===== config.mk =====
export PLATFORM = sky130hd
export DESIGN_NAME = sma_ctrl
export DESIGN_NICKNAME = d
export VERILOG_FILES = /design/src/hw/rtl/sma_pkg.sv /design/src/hw/rtl/sma_ctrl.sv
export SDC_FILE = /design/constraint.sdc
export NUM_CORES = 1
export LEC_CHECK = 0
export ABC_AREA = 0
export BUFFER_PORTS_ARGS = -buffer_cell sky130_fd_sc_hd__buf_4
export CORE_AREA = 5 5 42 44
export DETAILED_ROUTE_END_ITERATION = 10
export DIE_AREA = 0 0 47 49
export PLACE_DENSITY = 0.78
export SLEW_MARGIN = 20
export SYNTH_ARGS = -nofsm -noshare
export SYNTH_HDL_FRONTEND = slang
export SYNTH_SLANG_ARGS = --single-unit
export TNS_END_PERCENT = 1

===== constraint.sdc =====
create_clock -name i_clk -period 1.6 [get_ports i_clk]
set_clock_uncertainty 0.05 [all_clocks]
set_input_delay 0.24 -clock i_clk [delete_from_list [all_inputs] [get_ports i_clk]]
set_output_delay 0.24 -clock i_clk [all_outputs]
set_load 0.03 [all_outputs]

===== src/hw/rtl/sma_pkg.sv =====
// Shared constants, payload types, state and command types for the moving average block.
package sma_pkg;

    // Ring depth; must be a power of two so the pointer wraps naturally.
    localparam int WINDOW_MAX = 256;
    localparam int PTR_W      = $clog2(WINDOW_MAX);
    localparam int PRICE_W    = 32;
    localparam int WIN_W      = 9;
    localparam int SUM_W      = PRICE_W + PTR_W;
    localparam int CNT_W      = $clog2(SUM_W);

    localparam logic [WIN_W-1:0] WIN_RESET = WIN_W'(20);

    typedef struct packed {
        logic [PRICE_W-1:0] close_price;
        logic               series_start;
    } t_in;

    typedef struct packed {
        logic [PRICE_W-1:0] average;
        logic               valid_res;
    } t_out;

    typedef enum logic [2:0] {
        S_IDLE,
        S_READ,
        S_UPDATE,
        S_DIV,
        S_FINISH
    } t_state;

    typedef struct packed {
        logic accept;
        logic read;
        logic update;
        logic div_load;
        logic div_step;
        logic load_out;
    } t_cmd;

    typedef struct packed {
        logic win_zero;
        logic full_next;
    } t_stat;

endpackage


===== src/hw/rtl/sma_ctrl.sv =====
// Controller: sequences ring read, sum update, serial division and result hand-off.
module sma_ctrl (
    input  logic           i_clk,
    input  logic           i_rst_n,
    input  logic           i_in_valid,
    output logic           o_in_ready,
    output logic           o_out_valid,
    input  logic           i_out_ready,
    output logic           o_cfg_ready,
    input  sma_pkg::t_stat i_stat,
    output sma_pkg::t_cmd  o_cmd
);

    sma_pkg::t_state         r_state, n_state;
    logic [sma_pkg::CNT_W-1:0] r_cnt, n_cnt;
    logic                    r_out_valid, n_out_valid;

    assign o_in_ready  = (r_state == sma_pkg::S_IDLE);
    assign o_cfg_ready = (r_state == sma_pkg::S_IDLE);
    assign o_out_valid = r_out_valid;

    always_ff @(posedge i_clk) begin
        if (!i_rst_n) begin
            r_state     <= sma_pkg::S_IDLE;
            r_cnt       <= '0;
            r_out_valid <= 1'b0;
        end else begin
            r_state     <= n_state;
            r_cnt       <= n_cnt;
            r_out_valid <= n_out_valid;
        end
    end

    always_comb begin
        n_state     = r_state;
        n_cnt       = r_cnt;
        n_out_valid = r_out_valid;
        o_cmd       = '0;
        if (r_out_valid && i_out_ready) begin
            n_out_valid = 1'b0;
        end
        unique case (r_state)
            sma_pkg::S_IDLE: begin
                if (i_in_valid) begin
                    o_cmd.accept = 1'b1;
                    n_state      = i_stat.win_zero ? sma_pkg::S_FINISH : sma_pkg::S_READ;
                end
            end
            sma_pkg::S_READ: begin
                o_cmd.read = 1'b1;
                n_state    = sma_pkg::S_UPDATE;
            end
            sma_pkg::S_UPDATE: begin
                o_cmd.update = 1'b1;
                if (i_stat.full_next) begin
                    o_cmd.div_load = 1'b1;
                    n_cnt          = '0;
                    n_state        = sma_pkg::S_DIV;
                end else begin
                    n_state = sma_pkg::S_FINISH;
                end
            end
            sma_pkg::S_DIV: begin
                o_cmd.div_step = 1'b1;
                if (r_cnt == sma_pkg::CNT_W'(sma_pkg::SUM_W - 1)) begin
                    n_cnt   = '0;
                    n_state = sma_pkg::S_FINISH;
                end else begin
                    n_cnt = sma_pkg::CNT_W'(r_cnt + 1'b1);
                end
            end
            sma_pkg::S_FINISH: begin
                if (!r_out_valid || i_out_ready) begin
                    o_cmd.load_out = 1'b1;
                    n_out_valid    = 1'b1;
                    n_state        = sma_pkg::S_IDLE;
                end
            end
            default: begin
                n_state = sma_pkg::S_IDLE;
            end
        endcase
    end

    a_load_free: assert property (@(posedge i_clk) disable iff (!i_rst_n)
        o_cmd.load_out |-> (!r_out_valid || i_out_ready))
        else $error("result register overwritten while held");

    a_update_after_read: assert property (@(posedge i_clk) disable iff (!i_rst_n)
        o_cmd.update |-> $past(o_cmd.read))
        else $error("sum update without a preceding ring read");

    a_div_count: assert property (@(posedge i_clk) disable iff (!i_rst_n)
        (r_state == sma_pkg::S_DIV) |-> (r_cnt < sma_pkg::CNT_W'(sma_pkg::SUM_W)))
        else $error("divider step count out of range");

    a_accept_next: assert property (@(posedge i_clk) disable iff (!i_rst_n)
        o_cmd.accept |=> (r_state == sma_pkg::S_READ || r_state == sma_pkg::S_FINISH))
        else $error("accepted transaction not started");

endmodule


# After elaboration in Yosys (flattened, before gate mapping)
# Cells that the tools add are included.
[op_classes]
n_addsub = 1
mul = 0
n_div = 0
n_lt_le_gt_ge = 0
n_eq_ne = 9
shifts = 0
n_mux = 20
n_bitwise = 0
n_reduce_logical = 7
[op_table]
columns = ["cell", "count"]
rows = [
  ["3-bit two-way mux", 5],
  ["3-bit one-hot mux with 5 select lines", 1],
  ["6-bit two-way mux", 2],
  ["6-bit one-hot mux with 2 select lines", 1],
  ["1-bit two-way mux", 10],
  ["2-bit != test (second input constant)", 4],
  ["6-bit by 1-bit adder with 6-bit output (second input constant)", 1],
  ["3-bit by 2-bit == test with 1-bit output (second input constant)", 2],
  ["6-bit == test (second input constant)", 1],
  ["3-bit by 1-bit == test with 1-bit output (second input constant)", 1],
  ["3-bit == test (second input constant)", 1],
  ["3-bit logical NOT", 1],
  ["3-bit AND reduction", 1],
  ["2-bit two-way mux", 1],
  ["2-bit AND reduction", 1],
  ["2-bit nonzero test", 1],
  ["1-bit logical AND", 1],
  ["1-bit logical NOT", 1],
  ["1-bit logical OR", 1],
]
[word_totals]
regBits = 10
latch_bits = 0
ramBits = 0
rom_bits = 0
input_bits = 6
output_inout_bits = 9
wordCells = 40
memories = 0

# Depth between registers and ports, before layout
[logic_depth]
word_depth = 4
ltp_mapped = 5
ltp_nobuf = 4

# Least setup slack after synthesis
# Ideal clock, no wire load.
[synth_timing]
path_kind = "register to output"
startpoint = "register r_state[0]"
endpoint = "output o_cmd[5] (netlist name)"
t_arrival_ns = 1.654
t_required_ns = 1.310
path_slack_ns = -0.344
stages_incl_launch_ff = 4
n_path_buf = 1
cell_sequence = "dfxtp_1 -> buf_2 -> nor3_1 -> and2_1"
[synth_rtl]
columns = ["element", "line", "rtl"]
rows = [
  ["start, declared", "sma_ctrl.sv:14", "sma_pkg::t_state r_state, n_state;"],
  ["start signal, assigned", "sma_ctrl.sv:24", "r_state <= sma_pkg::S_IDLE;"],
  ["start signal, assigned", "sma_ctrl.sv:28", "r_state <= n_state;"],
  ["end, declared", "sma_ctrl.sv:11", "output sma_pkg::t_cmd o_cmd"],
]

==> impl_metrics.json <==
{
  "postCtsHoldBufs": 0,
  "rows": 14,
  "hold_viol_final": 0,
  "utilization": 0.563,
  "nets": 98,
  "n_fill_cell": 136,
  "cp.depth": 4,
  "cts_buffers": 3,
  "clk_pin_slew_worst_paths_ns": 0.07,
  "synth_area_per_cell_um2": 8.21,
  "pwr-share-clk": 0.368,
  "seq_area_frac_synth": 0.334,
  "drt-initial-drc-count": 14,
  "relSlewSlack": 0.789,
  "period_share": 0.961,
  "yosysTopAreaCell": "dfxtp_1",
  "overflow": 0,
  "cp.arrival_ns": 1.25,
  "synth_area_leaders": "dfxtp_1, a21oi_1, o21ai_0",
  "hpwl_um": 1140,
  "ys_async_sr_fraction": 0,
  "cp_cell_sequence": "buf_4 -> nor2_2 -> and2_1 -> buf_4",
  "path_buf_inv": 2,
  "p_sw_frac": 0.280,
  "die_h_um": 49,
  "period_minus_slack_ns": 1.54,
  "critical_path.top_delay_family": "flip-flops",
  "vias": 612,
  "synthesis.area_um2": 599,
  "design.core.area_um2": 1400,
  "crit_top_cell": "buf_4",
  "syn_to_final_growth_pct": 31.7,
  "cts_tree": "built",
  "setup-violations-final": 0,
  "grt_usage": 0.158,
  "sequentialPowerShare": 0.429,
  "die_w_um": 47,
  "reg2regPathDepth": 3,
  "ys_seq_elements": 10,
  "cts_root_buf": "clkbuf_4",
  "yosys_most_used_dff": "dfxtp_1",
  "synth_most_common_cell": "dfxtp_1",
  "yosysWarnings": 0,
  "critPathMaxStageDelay_ns": 0.44,
  "wl_um": 1510,
  "pin_count": 15,
  "clock_sinks": 10,
  "n_antenna_cell": 0,
  "powerDensity_nw_per_um2": 787,
  "wire_per_inst_um": 14.2,
  "combPwrFrac": 0.203,
  "synth_commonest_cells": "dfxtp_1, a21oi_1, nand2_1, nor2_1, o21ai_0",
  "p_int_uw": 447,
  "leakagePower_uw": 0.000346,
  "cp_slowest_cell": "dfxtp_2",
  "viasPerCell": 5.77,
  "gp_congestion": 0.865,
  "grt_pass1_wl_um": 2660,
  "holdWs_ns": 0.210,
  "port_buffers": 14,
  "maxCapViolCount": 0,
  "die-area_um2": 2300,
  "worstPathRequired_ns": 1.31,
  "antenna_found_initial": 0,
  "endpoint_kind": "output pin",
  "crit_fanout": 8,
  "cts-htree-levels": 1,
  "clockBufferDepth": 2,
  "ys_types": 34,
  "cp-start-kind": "register",
  "grt_pass1_vias": 610,
  "clk_latency_ns": 0.27,
  "syn_inst": 73,
  "peakVddDrop_mv": 0.481,
  "worst_slew_pin_slew_ns": 0.316,
  "power_switching_uw": 174,
  "syn_nets": 80,
  "synth_edf_count": 0,
  "worst-setup-path-type": "reg2out",
  "remaining_drc_errors": 0,
  "hold-path-cell-count": 3,
  "start_util": 0.428,
  "ant_nets": 0,
  "max_freq_mhz": 650,
  "drive_gt1_frac": 0.344,
  "hold_class": "in2reg",
  "grt_max_degree": 10,
  "finalMaxSlewViolations": 0,
  "dr.pass1.iters": 4,
  "synth_top_area_frac": 0.334,
  "outcome": "finished, final reports clean"
}
## stage by stage
stage	std cells	TNS [ns]	cell area, um2	total power [uW]	setup slack [ns]
2_1_floorplan	73	-0.0266	607	348	-0.0266
3_3_place_gp	102	0	727	388	0.226
3_5_place_dp	102	0	727	391	0.169
4_1_cts	106	0	776	625	0.00827
5_1_grt	106	-0.00852	790	660	-0.00852
6_report	106	0	790	621	0.0621
## worst reg2reg max path, stage by stage, from the launching register on
cell,delay (ns)
dfxtp_1,0.41
nand3_1,0.18
or4_4,0.55
o211ai_2,0.08
## final timing paths
kind,start,end,slack (ns)
worst max-delay path,r_state[0],o_cmd[2],0.06
worst min-delay path,i_rst_n,r_cnt[0],0.21
worst max register to register,r_cnt[2],r_cnt[5],0.26
worst min register to register,r_cnt[0],r_cnt[0],0.44
## power groups by stage
stage | Clock (uW) | Combinational (uW) | Sequential, uW
after floorplan | 0 | 78.9 | 269
after global placement | 0 | 118 | 270
after detailed placement | 0 | 120 | 271
after CTS | 234 | 123 | 268
after global routing | 256 | 136 | 268
final | 229 | 126 | 266
## layout by cell type, fill, tap and decap left out, drive strengths merged, types with 2 or more instances in the layout
cell type / Yosys / layout
inv: 4 / 4
nand2: 5 / 5
nand2b: 3 / 3
o21ai: 6 / 6
nor3: 2 / 2
clkbuf: 0 / 4
and2: 3 / 3
a41oi: 2 / 2
nor2: 5 / 5
o211ai: 3 / 3
nor2b: 2 / 2
buf: 3 / 16
dfxtp: 10 / 10
or3: 2 / 2
a21oi: 5 / 5
nand3: 3 / 3
## metal layers
| metal | up-vias | global-route usage | share of wire |
|---|---|---|---|
| met3 | 4 | 0.0258 | 0.080 |
| met1 | 276 | 0.204 | 0.43 |
| met4 | 0 | 0.101 | 0.029 |
| met5 | - | 0 | 0 |
| li1 | 304 | - | - |
| met2 | 28 | 0.233 | 0.46 |
## cell families (layout without fill, tap and decap cells)
kind of cell / count (synthesis) / count (layout) / share of synthesized area
simple gates: 31 / 31 / 0.317
compound gates: 24 / 24 / 0.269
flops: 10 / 10 / 0.334
buf+inv: 7 / 24 / 0.0584
fa+ha+maj: 1 / 1 / 0.0209
## state kept, by name, summed over array words and instances, names as in the netlist
register / count
r_state: 3
o_out_valid: 1
r_cnt: 6
## repair_timing
item	in CTS	in global routing
buffers inserted	0	0
cloned	0	0
pin swaps	0	1
resized for setup	5	4
endpoints found under the setup margin	2	2
## cell type report
| class | instances | area [um2] | area share |
|---|---|---|---|
| well taps | 16 | 20.0 | 0.0254 |
| inverters | 4 | 15.0 | 0.0190 |
| repair buffers | 16 | 124 | 0.157 |
| clock buffers | 4 | 36.3 | 0.0460 |
| multi-input cells | 56 | 385 | 0.488 |
| flip-flops and latches | 10 | 209 | 0.265 |
No activity file was read; power rests on OpenSTA's default activity.
